==> src/rtl/core/oaht_pkg.sv <==
`timescale 1ns / 1ps
// Shared types, constants and helper functions of the open-address hash table.
package oaht_pkg;

	localparam int SLOTS         = 256;
	localparam int KEY_BYTES     = 8;
	localparam int PAYLOAD_BYTES = 8;
	localparam int SLOT_W        = $clog2(SLOTS);
	localparam int CAP_W         = $clog2(SLOTS + 1);
	localparam int SUM_W         = $clog2(KEY_BYTES * 255 + 1);
	localparam int DIV_STEPS     = (SUM_W + 1) / 2;
	localparam int DIV_W         = 2 * DIV_STEPS;
	localparam int DCNT_W        = $clog2(DIV_STEPS + 1);

	localparam logic [1:0] CFG_CAPACITY = 2'd0;
	localparam logic [1:0] CFG_MAX_KEY  = 2'd1;
	localparam logic [1:0] CFG_MAX_PAY  = 2'd2;

	typedef enum logic [1:0] {
		ACT_INSERT = 2'd0,
		ACT_DELETE = 2'd1,
		ACT_GET    = 2'd2,
		ACT_UPDATE = 2'd3
	} action_t;

	typedef enum logic [2:0] {
		RSP_OK       = 3'd0,
		RSP_FULL     = 3'd1,
		RSP_BADLEN   = 3'd2,
		RSP_EXISTS   = 3'd3,
		RSP_NOTFOUND = 3'd4
	} rsp_code_t;

	typedef enum logic [1:0] {
		ST_EMPTY   = 2'd0,
		ST_LIVE    = 2'd1,
		ST_DELETED = 2'd2
	} slot_state_t;

	typedef struct packed {
		logic [1:0]  action;
		logic [63:0] key_bytes;
		logic [3:0]  key_length;
		logic [63:0] payload_bytes;
		logic [3:0]  payload_length;
	} req_t;

	typedef struct packed {
		logic [2:0]  status;
		logic [63:0] found_payload;
		logic [3:0]  found_payload_length;
		logic [7:0]  slot_index;
		logic [8:0]  entry_count;
	} rsp_t;

	typedef struct packed {
		logic      capture;
		logic      div_start;
		logic      div_step;
		logic      rd_issue;
		logic      probe_next;
		logic      wr_insert;
		logic      wr_delete;
		logic      wr_update;
		logic      set_code;
		rsp_code_t code;
		logic      res_load;
	} dp_cmd_t;

	typedef struct packed {
		logic        pre_hit;
		rsp_code_t   pre_code;
		logic        div_done;
		slot_state_t slot_state;
		logic        key_match;
		logic        probe_last;
		action_t     action;
		logic        rsp_busy;
	} dp_stat_t;

	typedef struct packed {
		logic [SLOT_W-1:0] six;
		logic [SLOT_W-1:0] eight;
		logic [SLOT_W-1:0] fourteen;
	} step_seed_t;

	function automatic logic [63:0] byte_mask(input logic [3:0] len);
		logic [63:0] m;
		m = '0;
		for (int b = 0; b < 8; b++) begin
			if (4'(b) < len) begin
				m[8*b +: 8] = 8'hFF;
			end
		end
		return m;
	endfunction

	function automatic logic [SLOT_W-1:0] mod_add(input logic [SLOT_W-1:0] a,
			input logic [SLOT_W-1:0] b, input logic [CAP_W-1:0] cap);
		logic [CAP_W:0] s;
		s = {2'b00, a} + {2'b00, b};
		if (s >= {1'b0, cap}) begin
			s = s - {1'b0, cap};
		end
		return s[SLOT_W-1:0];
	endfunction

	function automatic step_seed_t step_seed(input logic [CAP_W-1:0] cap);
		step_seed_t r;
		unique case (cap)
			CAP_W'(1):  r = '{SLOT_W'(0), SLOT_W'(0), SLOT_W'(0)};
			CAP_W'(2):  r = '{SLOT_W'(0), SLOT_W'(0), SLOT_W'(0)};
			CAP_W'(3):  r = '{SLOT_W'(0), SLOT_W'(2), SLOT_W'(2)};
			CAP_W'(4):  r = '{SLOT_W'(2), SLOT_W'(0), SLOT_W'(2)};
			CAP_W'(5):  r = '{SLOT_W'(1), SLOT_W'(3), SLOT_W'(4)};
			CAP_W'(6):  r = '{SLOT_W'(0), SLOT_W'(2), SLOT_W'(2)};
			CAP_W'(7):  r = '{SLOT_W'(6), SLOT_W'(1), SLOT_W'(0)};
			CAP_W'(8):  r = '{SLOT_W'(6), SLOT_W'(0), SLOT_W'(6)};
			CAP_W'(9):  r = '{SLOT_W'(6), SLOT_W'(8), SLOT_W'(5)};
			CAP_W'(10): r = '{SLOT_W'(6), SLOT_W'(8), SLOT_W'(4)};
			CAP_W'(11): r = '{SLOT_W'(6), SLOT_W'(8), SLOT_W'(3)};
			CAP_W'(12): r = '{SLOT_W'(6), SLOT_W'(8), SLOT_W'(2)};
			CAP_W'(13): r = '{SLOT_W'(6), SLOT_W'(8), SLOT_W'(1)};
			CAP_W'(14): r = '{SLOT_W'(6), SLOT_W'(8), SLOT_W'(0)};
			CAP_W'(15): r = '{SLOT_W'(6), SLOT_W'(8), SLOT_W'(14)};
			default:    r = '{SLOT_W'(6), SLOT_W'(8), SLOT_W'(14)};
		endcase
		return r;
	endfunction

endpackage

==> src/rtl/core/oaht_ctrl.sv <==
`timescale 1ns / 1ps
// Controller state machine of the open-address hash table.
module oaht_ctrl (
	input  logic              clk,
	input  logic              arst_n,
	input  logic              req_valid,
	output logic              req_stall,
	input  oaht_pkg::dp_stat_t stat,
	output oaht_pkg::dp_cmd_t  cmd
);
	import oaht_pkg::*;

	typedef enum logic [5:0] {
		S_IDLE  = 6'b000001,
		S_PREP  = 6'b000010,
		S_DIV   = 6'b000100,
		S_READ  = 6'b001000,
		S_CHECK = 6'b010000,
		S_DONE  = 6'b100000
	} state_t;

	state_t state_q, state_d;

	always_ff @(posedge clk or negedge arst_n) begin
		if (!arst_n) begin
			state_q <= S_IDLE;
		end else begin
			state_q <= state_d;
		end
	end

	assign req_stall = (state_q != S_IDLE);

	always_comb begin
		state_d = state_q;
		cmd     = '0;
		unique case (state_q)
			S_IDLE: begin
				if (req_valid) begin
					cmd.capture = 1'b1;
					state_d     = S_PREP;
				end
			end
			S_PREP: begin
				if (stat.pre_hit) begin
					cmd.set_code = 1'b1;
					cmd.code     = stat.pre_code;
					state_d      = S_DONE;
				end else begin
					cmd.div_start = 1'b1;
					state_d       = S_DIV;
				end
			end
			S_DIV: begin
				cmd.div_step = 1'b1;
				if (stat.div_done) begin
					state_d = S_READ;
				end
			end
			S_READ: begin
				cmd.rd_issue = 1'b1;
				state_d      = S_CHECK;
			end
			S_CHECK: begin
				cmd.set_code = 1'b1;
				state_d      = S_DONE;
				if (stat.action == ACT_INSERT) begin
					priority if (stat.slot_state != ST_LIVE) begin
						cmd.wr_insert = 1'b1;
						cmd.code      = RSP_OK;
					end else if (stat.key_match) begin
						cmd.code = RSP_EXISTS;
					end else if (stat.probe_last) begin
						cmd.code = RSP_FULL;
					end else begin
						cmd.set_code   = 1'b0;
						cmd.probe_next = 1'b1;
						state_d        = S_READ;
					end
				end else begin
					priority if (stat.slot_state == ST_EMPTY) begin
						cmd.code = RSP_NOTFOUND;
					end else if (stat.slot_state == ST_LIVE && stat.key_match) begin
						cmd.code      = RSP_OK;
						cmd.wr_delete = (stat.action == ACT_DELETE);
						cmd.wr_update = (stat.action == ACT_UPDATE);
					end else if (stat.probe_last) begin
						cmd.code = RSP_NOTFOUND;
					end else begin
						cmd.set_code   = 1'b0;
						cmd.probe_next = 1'b1;
						state_d        = S_READ;
					end
				end
			end
			S_DONE: begin
				if (!stat.rsp_busy) begin
					cmd.res_load = 1'b1;
					state_d      = S_IDLE;
				end
			end
			default: begin
				state_d = S_IDLE;
			end
		endcase
	end

endmodule

==> config.mk <==
export PLATFORM = sky130hd
export DESIGN_NAME = oaht_ctrl
export DESIGN_NICKNAME = d
export VERILOG_FILES = /design/src/rtl/core/oaht_pkg.sv /design/src/rtl/core/oaht_ctrl.sv
export SDC_FILE = /design/constraint.sdc
export NUM_CORES = 1
export LEC_CHECK = 0
export ABC_AREA = 1
export BUFFER_PORTS_ARGS = -buffer_cell sky130_fd_sc_hd__buf_2
export CORE_MARGIN = 2
export CORE_UTILIZATION = 39
export CTS_BUF_LIST = sky130_fd_sc_hd__clkbuf_16
export CTS_CLUSTER_SIZE = 12
export DETAILED_ROUTE_END_ITERATION = 8
export GPL_ROUTABILITY_DRIVEN = 0
export HOLD_SLACK_MARGIN = 0.08
export PLACE_DENSITY_LB_ADDON = 0.2
export SYNTH_ARGS = -nofsm -noshare
export SYNTH_HDL_FRONTEND = slang
export SYNTH_SLANG_ARGS = --single-unit
==> constraint.sdc <==
create_clock -name clk -period 1.1 [get_ports clk]
set_input_delay 0.22 -clock clk [delete_from_list [all_inputs] [get_ports clk]]
set_output_delay 0.22 -clock clk [all_outputs]
set_load 0.02 [all_outputs]
==> impl_results.md, run 1 <==
- I/O pins: 29
- CTS max path bufs: 2
- #FFs+latches synth: 6
- Largest net degree at the start of global routing: 7
- Yosys cell types: 19
- Ys Warns: 0
- Seq/Total Area, Yosys: 27.38%
- First Err: [ERROR DPL-0038] Utilization greater than 100%, impossible to legalize
- Initial Util: 41.98%
- Syn_nets: 101
- Syn avg cell area: 6.431 um2
- Port Buffers: 28
- DIE HEIGHT: 41.66 um
- Placed inst area: 907.1 um2
- Post-DP HPWL: 1463 um
- Cell Area, Synth: 553.0 um2
- CTS buffer count: 3
- Post-GRT worst EP: cmd[5]
- Die Wd: 41.66 um
- Clock Sinks: 6
- Maximum level of the CTS H-tree: 1
- Exit stage: global routing
- Row count: 13
- Status: aborted with a tool error
- WEP type: output port
- Root buffer cell: clkbuf_16
- Synth Instances: 86
-- kinds of logic after synthesis --
group / count (synthesis) / synth area share [%]
buffers and inverters: 19 / 13.35
and+or+nand+nor: 56 / 52.49
DFF: 6 / 27.38
AOI/OAI and AO/OA: 5 / 6.786
-- synthesized netlist by cell type, drive strengths merged --
cell	instances	area, um2
inv	19	73.83
nand2	15	61.31
nand4	5	37.53
nor2	23	111.4
o21ai	2	13.76
nand3	12	75.07
dfstp	1	26.28
o31ai	2	15.01
a21oi	1	8.760
dfrtp	5	125.1
nor3	1	5.000
-- per-stage QoR --
stage	setup TNS [ns]	hold slack [ns]	instances	setup slack [ns]
floorplan	-1.863	-0.07559	86	-0.2329
global placement	-3.913	0.04604	148	-0.3154
detailed placement	-4.474	0.04882	148	-0.3559
CTS	-7.925	0.3036	166	-0.5773
-- repair_timing --
item	CTS
hold endpoints to repair	6
setup endpoints to repair	20
pin swaps	7
hold buffers	1
buffers inserted	14
gates resized for setup	54
==> run 2: changes to the inputs <==
==> config.mk (replaced) <==
export PLATFORM = sky130hd
export DESIGN_NAME = oaht_ctrl
export DESIGN_NICKNAME = d
export VERILOG_FILES = /design/src/rtl/core/oaht_pkg.sv /design/src/rtl/core/oaht_ctrl.sv
export SDC_FILE = /design/constraint.sdc
export NUM_CORES = 1
export LEC_CHECK = 0
export ABC_AREA = 1
export BUFFER_PORTS_ARGS = -buffer_cell sky130_fd_sc_hd__buf_2
export CORE_AREA = 2 2 63 65
export DETAILED_ROUTE_END_ITERATION = 8
export DIE_AREA = 0 0 65 67
export GPL_ROUTABILITY_DRIVEN = 0
export PLACE_DENSITY_LB_ADDON = 0.15
export SYNTH_ARGS = -nofsm -noshare
export SYNTH_HDL_FRONTEND = slang
export SYNTH_SLANG_ARGS = --single-unit
==> constraint.sdc (replaced) <==
create_clock -name clk -period 1.4 [get_ports clk]
set_input_delay 0.28 -clock clk [delete_from_list [all_inputs] [get_ports clk]]
set_output_delay 0.28 -clock clk [all_outputs]
set_load 0.02 [all_outputs]
==> impl_results.md, run 2 <==
- CTS max path bufs: 2
- Crit path launch: state_q[2]$_DFFE_PN0P_
- Final worst slack: -0.2712 ns
- DRT Wirelength: 2024 um
- Via count: 761
- Initial Util: 15.34%
- CTS buffer count: 3
- Syn_nets: 101
- Root buffer cell: clkbuf_8
- Dpl cells: 176
- Row count: 22
- XOR/XNOR Fraction of Synth Area: 0%
- Maximum VDD drop: 0.3026 mV
- Fmax: 598.4 MHz
- Unrepaired setup endpoints after global routing: yes
- Most frequent cell after synthesis: nor2_1
- #FFs+latches synth: 6
- Total power draw: 0.001523 W
- Seq/Total Area, Yosys: 27.38%
- Final Skew: 0.006223 ns
- # Max-Cap Violations: 0
- Failing checks: setup timing
- Yosys top cell by area: dfrtp_1
- Status: finished with violations
- Final cell count without fillers: 190
- Power share of the clock group: 18.2%
- First-pass GRT wire length: 3284 um
- Post-synth EDFFs: 0
- Die footprint: 4355 um2
- Largest net degree at the start of global routing: 7
- Critical R2R Launch: state_q[2]$_DFFE_PN0P_
- Critical path class: reg -> out
- Die Wd: 65 um
- Commonest non-fill, non-tap cell in the layout: buf_4
- Async S/R FF share, synth: 100.0%
- Max reg flops: 6
- Psw: 0.0006385 W
- Hold Crit Start: stat[11]
- Ys Warns: 0
- P_leak: 0.6277 nW
- Syn avg cell area: 6.431 um2
- Reg clk slew, reported paths: 0.04 ns
- Post-DP HPWL: 1525 um
- List of most frequent post-synthesis cells: nor2_1, inv_1, nand2_1, nand3_1, dfrtp_1
- Post-layout nets: 158
- Internal: 0.0008845 W
- Fin crit share: 119.4%
- Clock Sinks: 6
- Worst skew pair latency: 0.23 ns
- Top reg by flops: state_q
- I/O pins: 29
- Register share of total power: 18.2%
- Combinational Power Share: 63.7%
- Mux contribution to synthesized area: 0%
- Adder-Cell Fraction of Synth Area: 0%
- Main combinational cell family by area after synthesis: simple AND/OR/NAND/NOR gates
- Final Slew Violations: 0
- Critical Path AT: 1.39 ns
- CTS tree: yes
- Cell Area, Synth: 553.0 um2
- Drt wl/cell: 10.65 um
- DRT iter0 DRCs: 20
- Worst EP required: 1.12 ns
- ANT cells: 0
- Port Buffers: 28
- Antenna violations before repair: 0
- Final ANT Viol Nets: 0
- Largest fanout on the critical path: 5
- Yosys cell types: 19
- Synth Instances: 86
- Commonest non-fill, non-tap cells in the layout: buf_4, buf_2, buf_6, inv_1
- Worst setup EP type: primary output
- Vias per cell: 4.005
- Worst slew margin: 84.46%
- Share of the synthesized area in the top cell type: 22.62%
- Remaining DRCs: 0
- Worst hold slack: 0.3207 ns
- Total core area: 3606 um2
- Main synth FF type: dfrtp_1
- Post-synthesis compound-gate area fraction: 6.787%
- Critical Path Start Type: register
- DIE HEIGHT: 67 um
- Vias in the first global route: 804
- Top cells by area, synth: dfrtp_1, nor2_1, inv_1
- Pwr per Cell Area: 1302 nW/um2
- Biggest regs: state_q: 6 flops
- Hold WC Path Type: in -> reg
- Area growth syn-to-layout: 111.5%
- All-Layer GR Usage: 9.804%
- Share of layout cells above drive strength 1: 65.49%
- Worst Max-Slew Pin Slew: 0.2317 ns
- Gr ovfl total: 0
- Final hold vios: 0
- Final setup vio count: 15
- Maximum level of the CTS H-tree: 1
- Fin crit period: 1.671 ns
- Pre-Repair DR Iteration Count: 4
- Sw Share: 41.93%
- Synth Area in Simple Gates: 52.49%
-- run 2: repair_timing --
item                       in CTS  in global routing
pin swaps                       2                  7
hold buffers                    1                  0
setup buffers                   9                  2
hold endpoints to repair        5                  0
setup endpoints to repair      14                 16
gates resized for setup        32                 22
-- run 2: area by class of cell --
| type | instances | area [um2] |
|---|---|---|
| multi-input cells | 61 | 436.7 |
| repair buffers | 52 | 400.4 |
| fillers | 400 | 2436 |
| clock buffers | 4 | 45.04 |
| well taps | 48 | 60.06 |
| inverters | 19 | 76.32 |
| flip-flops and latches | 6 | 151.4 |
-- run 2: stage by stage --
stage / utilization (%) / instance area [um2] / setup WS (ns) / TNS [ns]
6_report: 32.44 / 1170 / -0.2712 / -3.061
5_1_grt: 32.44 / 1170 / -0.3634 / -4.222
4_1_cts: 30.08 / 1085 / -0.2740 / -3.129
3_5_place_dp: 24.01 / 865.8 / -0.1097 / -0.5020
3_3_place_gp: 24.01 / 865.8 / -0.09740 / -0.5231
2_1_floorplan: - / 560.5 / -0.1475 / -0.3539
-- run 2: kinds of logic (layout without fill, tap and decap cells) --
group / count (synthesis) / in the layout
buf+inv: 19 / 75
flops: 6 / 6
simple gates: 56 / 56
compound gates: 5 / 5
-- run 2: worst paths after layout --
path                                           to  cells past startpoint  slack [ns]
max                                        cmd[5]                      8       -0.27
min                        state_q[2]$_DFFE_PN0P_                      2        0.32
max reg2reg                state_q[3]$_DFFE_PN0P_                     11       -0.15
min reg2reg                state_q[0]$_DFFE_PN1P_                      4        0.72
max in group asynchronous  state_q[0]$_DFFE_PN1P_                      2        0.74
min in group asynchronous  state_q[2]$_DFFE_PN0P_                      2        0.43
-- run 2: critical path, stage by stage (launching register included) --
cell and delay, ns:
dfrtp_1 0.40, inv_2 0.08, nand2_2 0.06, nor2_4 0.10
nand2_4 0.09, inv_6 0.09, nand4_4 0.10, nor2_4 0.11
buf_6 0.12
-- run 2: power groups by stage --
stage / registers [W] / clock network, W / logic, W
floorplan: 0.000265 / 0 / 0.000390
global route: 0.000283 / 0.000293 / 0.00105
global placement: 0.000271 / 0 / 0.000641
detailed placement: 0.000270 / 0 / 0.000634
finish: 0.000277 / 0.000277 / 0.000969
CTS: 0.000272 / 0.000281 / 0.000839
-- run 2: routing by layer --
metal | vias to the layer above | track usage, % | wire length [um]
li1 | 382 | - | -
met1 | 347 | 10.82 | 786
met2 | 30 | 17.65 | 1078
met3 | 2 | 2.703 | 145
met4 | 0 | 3.989 | 14
met5 | - | 0 | 0
No activity file was read; power rests on OpenSTA's default activity.
==> run 3: changes to the inputs <==
--- a/config.mk
+++ b/config.mk
@@ -11,6 +11,7 @@
 export DETAILED_ROUTE_END_ITERATION = 8
 export DIE_AREA = 0 0 65 67
 export GPL_ROUTABILITY_DRIVEN = 0
+export GPL_TIMING_DRIVEN = 0
 export PLACE_DENSITY_LB_ADDON = 0.15
 export SYNTH_ARGS = -nofsm -noshare
 export SYNTH_HDL_FRONTEND = slang
==> impl_results.md, run 3 (synthesis results as in run 2) <==
- Status: finished with violations
- Failing checks: setup timing
- Total core area: 3606 um2
- Fin crit share: 122.9%
- Final setup vio count: 14
- Pre-Repair DR Iteration Count: 4
- Critical path class: reg -> out
- All-Layer GR Usage: 9.480%
- Via count: 741
- Layout Cell Area excl Fill: 1109 um2
- ANT cells: 0
- Final worst slack: -0.3208 ns
- Largest stage delay, worst path: 0.42 ns
- Worst R2R Path Depth: 9
- Met1 wire length: 796 um
- Top reg by flops: state_q
- Fin crit period: 1.721 ns
- Delay-heaviest family, CP: flip-flops
- P_leak: 0.6020 nW
- Critical R2R Launch: state_q[0]$_DFFE_PN1P_
- Largest net degree at the start of global routing: 7
- Initial Util: 15.34%
- Hold Crit Start: stat[11]
- Die footprint: 4355 um2
- Clock Sinks: 6
- Post-layout nets: 151
- I/O pins: 29
- CTS max path bufs: 2
- Worst slew margin: 82.30%
- Worst Max-Slew Pin Slew: 0.2645 ns
- Final Skew: 0.002049 ns
- CTS tree: yes
- DR WL met3: 155 um
- Share of layout cells above drive strength 1: 63.70%
- Critical path buffers and inverters: 2
- Wire length on met2: 963 um
- Area growth syn-to-layout: 100.5%
- Vias in the first global route: 726
- DRT Wirelength: 1971 um
- Maximum VDD drop: 0.3588 mV
- DRT iter0 DRCs: 46
- Biggest regs: state_q: 6 flops
- Commonest non-fill, non-tap cells in the layout: buf_4, buf_2, nor2_1, inv_1
- Maximum level of the CTS H-tree: 1
- CP cell instances: inv_2, nand2_2, nor2_4, nand2_4, o31ai_1, buf_2
- Antenna violations before repair: 0
- Final Slew Violations: 0
- DIE HEIGHT: 67 um
- Internal: 0.0008440 W
- Post-DP HPWL: 1345 um
- Row count: 22
- Register share of total power: 18.9%
- Critical Path AT: 1.44 ns
- Hold Path Depth: 2
- Largest fanout on the critical path: 5
- Pwr per Cell Area: 1334 nW/um2
- Commonest non-fill, non-tap cell in the layout: buf_4
- Fmax: 581.1 MHz
- Unrepaired setup endpoints after global routing: yes
- Combinational Power Share: 62.4%
- Drt wl/cell: 10.77 um
- Sw Share: 42.95%
- Crit path launch: state_q[3]$_DFFE_PN0P_
- Hold WC Path Type: in -> reg
- Max reg flops: 6
- First-pass GRT wire length: 3084 um
- Worst EP required: 1.12 ns
- Worst r2r dst: state_q[0]$_DFFE_PN1P_
- # Max-Cap Violations: 0
- Worst hold endpoint: state_q[2]$_DFFE_PN0P_
- FF-to-FF setup slack: 0.09 ns
- Crit-path slowest cell: dfrtp_1
- Psw: 0.0006354 W
- Final ANT Viol Nets: 0
- Critical Path Start Type: register
- Vias per cell: 4.049
- Layout Utilization: 30.74%
- Root buffer cell: clkbuf_8
- Die Wd: 65 um
- Port Buffers: 28
- Placed inst area: 760.7 um2
- Remaining DRCs: 0
- Worst setup EP type: primary output
- Reg clk slew, reported paths: 0.04 ns
- Highest metal layer with signal wires: met4
- Final hold vios: 0
- CTS buffer count: 3
- Worst skew pair latency: 0.22 ns
- Gr ovfl total: 0
- Power share of the clock group: 18.6%
## run 3: cell types whose count changed in the layout (fill, tap and decap cells not counted), moves of 2 or more
cell and change:
buf_4 -5, dfrtp_1 -2, nand3_1 +2, nand2_4 +2
buf_6 -3, dfrtp_2 +2, nand3_2 -3
## run 3: layout make-up
type / instances / area (um2)
Fill cell: 393 / 2497
Multi-Input combinational cell: 61 / 439.2
Timing Repair Buffer: 45 / 334.1
Sequential cell: 6 / 153.9
Inverter: 19 / 76.32
Tap cell: 48 / 60.06
Clock buffer: 4 / 45.04
## run 3: through the flow
stage / setup TNS, ns / worst slack [ns] / hold WS [ns] / total power (W) / cells
CTS: -3.274 / -0.3250 / 0.2813 / 0.001400 / 178
detailed placement: -0.9949 / -0.1968 / 0.1181 / 0.0008110 / 162
global placement: -1.070 / -0.1993 / 0.1202 / 0.0008045 / 162
finish: -3.162 / -0.3208 / 0.2872 / 0.001479 / 183
floorplan: -0.3539 / -0.1475 / -0.01559 / 0.0006550 / 86
global route: -4.278 / -0.4081 / 0.2998 / 0.001587 / 183
## run 3: worst max path at each step
stage	end	slack, ns	depth (start not counted)
global placement	cmd[3]	-0.20	6
global route	cmd[1]	-0.41	8
CTS	cmd[6]	-0.32	8
floorplan	cmd[2]	-0.15	5
detailed placement	cmd[2]	-0.20	6
finish	cmd[3]	-0.32	6
## run 3: power by group through the flow
stage / sequential (W) / clock, W / combinational, W
2_1_floorplan: 0.000265 / 0 / 0.000390
6_report: 0.000280 / 0.000276 / 0.000924
4_1_cts: 0.000283 / 0.000282 / 0.000835
5_1_grt: 0.000287 / 0.000299 / 0.00100
3_5_place_dp: 0.000270 / 0 / 0.000541
3_3_place_gp: 0.000272 / 0 / 0.000532
## run 3: repair_timing
action                                  in CTS  in global routing
endpoints found under the setup margin      14                 15
endpoints found under the hold margin        5                  0
pin swaps                                    9                  6
gates resized for setup                     36                 16
setup buffers                               11                  6
hold buffers                                 1                  0
## run 3: metal layers
layer  GRT usage [%]  up-vias
met1           10.51      332
met5               0        -
li1                -      366
met3           4.223        8
met2           15.21       35
met4           5.053        0
==> run 4: changes to the inputs <==
==> constraint.sdc (replaced) <==
create_clock -name clk -period 1.87 [get_ports clk]
set_input_delay 0.374 -clock clk [delete_from_list [all_inputs] [get_ports clk]]
set_output_delay 0.374 -clock clk [all_outputs]
set_load 0.02 [all_outputs]
==> impl_results.md, run 4 (synthesis results as in run 2) <==
- Status: complete, no violations
- Final hold vios: 0
- DIE HEIGHT: 67 um
- Reg clk slew, reported paths: 0.04 ns
- Fin crit period: 1.812 ns
- Critical Path Start Type: register
- CTS tree: yes
- Setup tns final: 0 ns
- DRT Wirelength: 1744 um
- Row count: 22
- Vias per cell: 4.029
- # Max-Cap Violations: 0
- Worst EP required: 1.50 ns
- Total core area: 3606 um2
- Worst R2R Path Depth: 9
- Combinational Power Share: 54.7%
- P_leak: 0.5462 nW
- Largest fanout on the critical path: 5
- First-pass GRT wire length: 2622 um
- Post-DP HPWL: 1374 um
- Hold Crit Start: stat[11]
- Fmax: 552.0 MHz
- Initial Util: 15.34%
- Layout Utilization: 26.09%
- Maximum VDD drop: 0.2346 mV
- Final cell count without fillers: 173
- Internal: 0.0005181 W
- Biggest regs: state_q: 6 flops
- All-Layer GR Usage: 7.994%
- Met3 Use GR: 3.041%
- Largest stage delay, worst path: 0.40 ns
- Hold Path Depth: 2
- Final Slew Violations: 0
- Vias in the first global route: 636
- DRT iter0 DRCs: 41
- Share of layout cells above drive strength 1: 52.80%
- Port Buffers: 28
- Post-layout nets: 141
- Area growth syn-to-layout: 70.14%
- Die footprint: 4355 um2
- Worst setup EP type: primary output
- Delay-heaviest family, CP: flip-flops
- Commonest non-fill, non-tap cell in the layout: buf_2
- CTS buffer count: 3
- Root buffer cell: clkbuf_8
- CP cell instances: inv_2, nand2_2, nor2_4, nand2_4, inv_4, nand3_2, o21ai_2, buf_6
- Final setup vio count: 0
- Commonest non-fill, non-tap cells in the layout: buf_2, nor2_1, inv_1
- Maximum level of the CTS H-tree: 1
- Via count: 697
- Pwr per Cell Area: 974.4 nW/um2
- CTS max path bufs: 2
- Hold WC Path Type: in -> reg
- Pre-Repair DR Iteration Count: 4
- Final Skew: 0.0007530 ns
- Clock Sinks: 6
- Most crowded layer after global routing: met2
- Power share of the clock group: 22.8%
- Crit-path slowest cell: dfrtp_1
- Largest net degree at the start of global routing: 7
- Die Wd: 65 um
- Max reg flops: 6
- Met1 Use GR: 8.621%
- Critical Path AT: 1.44 ns
- Top reg by flops: state_q
- I/O pins: 29
- Dpl cells: 162
- Gr ovfl total: 0
- ANT cells: 0
- Critical path buffers and inverters: 3
- Psw: 0.0003987 W
- Worst slew margin: 80.84%
- Met2 GRT Util: 13.53%
- Unrepaired setup endpoints after global routing: yes
- Fin crit share: 96.89%
- Remaining DRCs: 0
- Sw Share: 43.49%
- Drt wl/cell: 10.08 um
- Critical R2R Launch: state_q[0]$_DFFE_PN1P_
- Critical path class: reg -> out
- Worst Max-Slew Pin Slew: 0.2864 ns
- Crit path launch: state_q[1]$_DFFE_PN0P_
- CP Depth: 8
- Worst skew pair latency: 0.22 ns
- Register share of total power: 22.5%
- Final ANT Viol Nets: 0
- Worst hold slack: 0.3739 ns
- Antenna violations before repair: 0
## run 4: final timing paths
path / end / slack, ns
worst min register to register: state_q[1]$_DFFE_PN0P_ / 0.65
max in group asynchronous: state_q[0]$_DFFE_PN1P_ / 1.13
min in group asynchronous: state_q[2]$_DFFE_PN0P_ / 0.51
worst min-delay path: state_q[2]$_DFFE_PN0P_ / 0.37
worst max register to register: state_q[0]$_DFFE_PN1P_ / 0.62
worst max-delay path: cmd[1] / 0.06
## run 4: layout make-up
type	count	area, um2
Fill cell	413	2665
Timing Repair Buffer	35	221.5
Inverter	19	73.82
Sequential cell	6	152.6
Multi-Input combinational cell	61	387.9
Clock buffer	4	45.04
Tap cell	48	60.06
## run 4: stage by stage
step	total power, W	instance area (um2)	worst slack [ns]
after global routing	0.0009852	940.9	-0.05751
after floorplan	0.0004859	553.0	0.2285
final	0.0009169	940.9	0.05825
after detailed placement	0.0006007	753.2	0.1675
after global placement	0.0005977	753.2	0.1781
after CTS	0.0008538	840.8	0.002283
## run 4: routing by layer
layer	wire length, um	up-vias	part of all wire [%]
met5	0	-	0
met4	52	0	3.0
met3	146	6	8.4
met2	805	32	46
met1	740	306	42
li1	-	353	-
## run 4: repair_timing
action,in CTS,in global routing
hold endpoints to repair,5,0
hold buffers,1,0
buffers inserted,2,4
setup endpoints to repair,3,7
gates resized for setup,4,21
pin swaps,2,6
## run 4: power by group through the flow
stage | clock network, W | logic, W | registers [W]
6_report | 0.000209 | 0.000501 | 0.000207
4_1_cts | 0.000214 | 0.000436 | 0.000204
2_1_floorplan | 0 | 0.000288 | 0.000198
3_3_place_gp | 0 | 0.000394 | 0.000204
5_1_grt | 0.000225 | 0.000548 | 0.000211
3_5_place_dp | 0 | 0.000399 | 0.000202
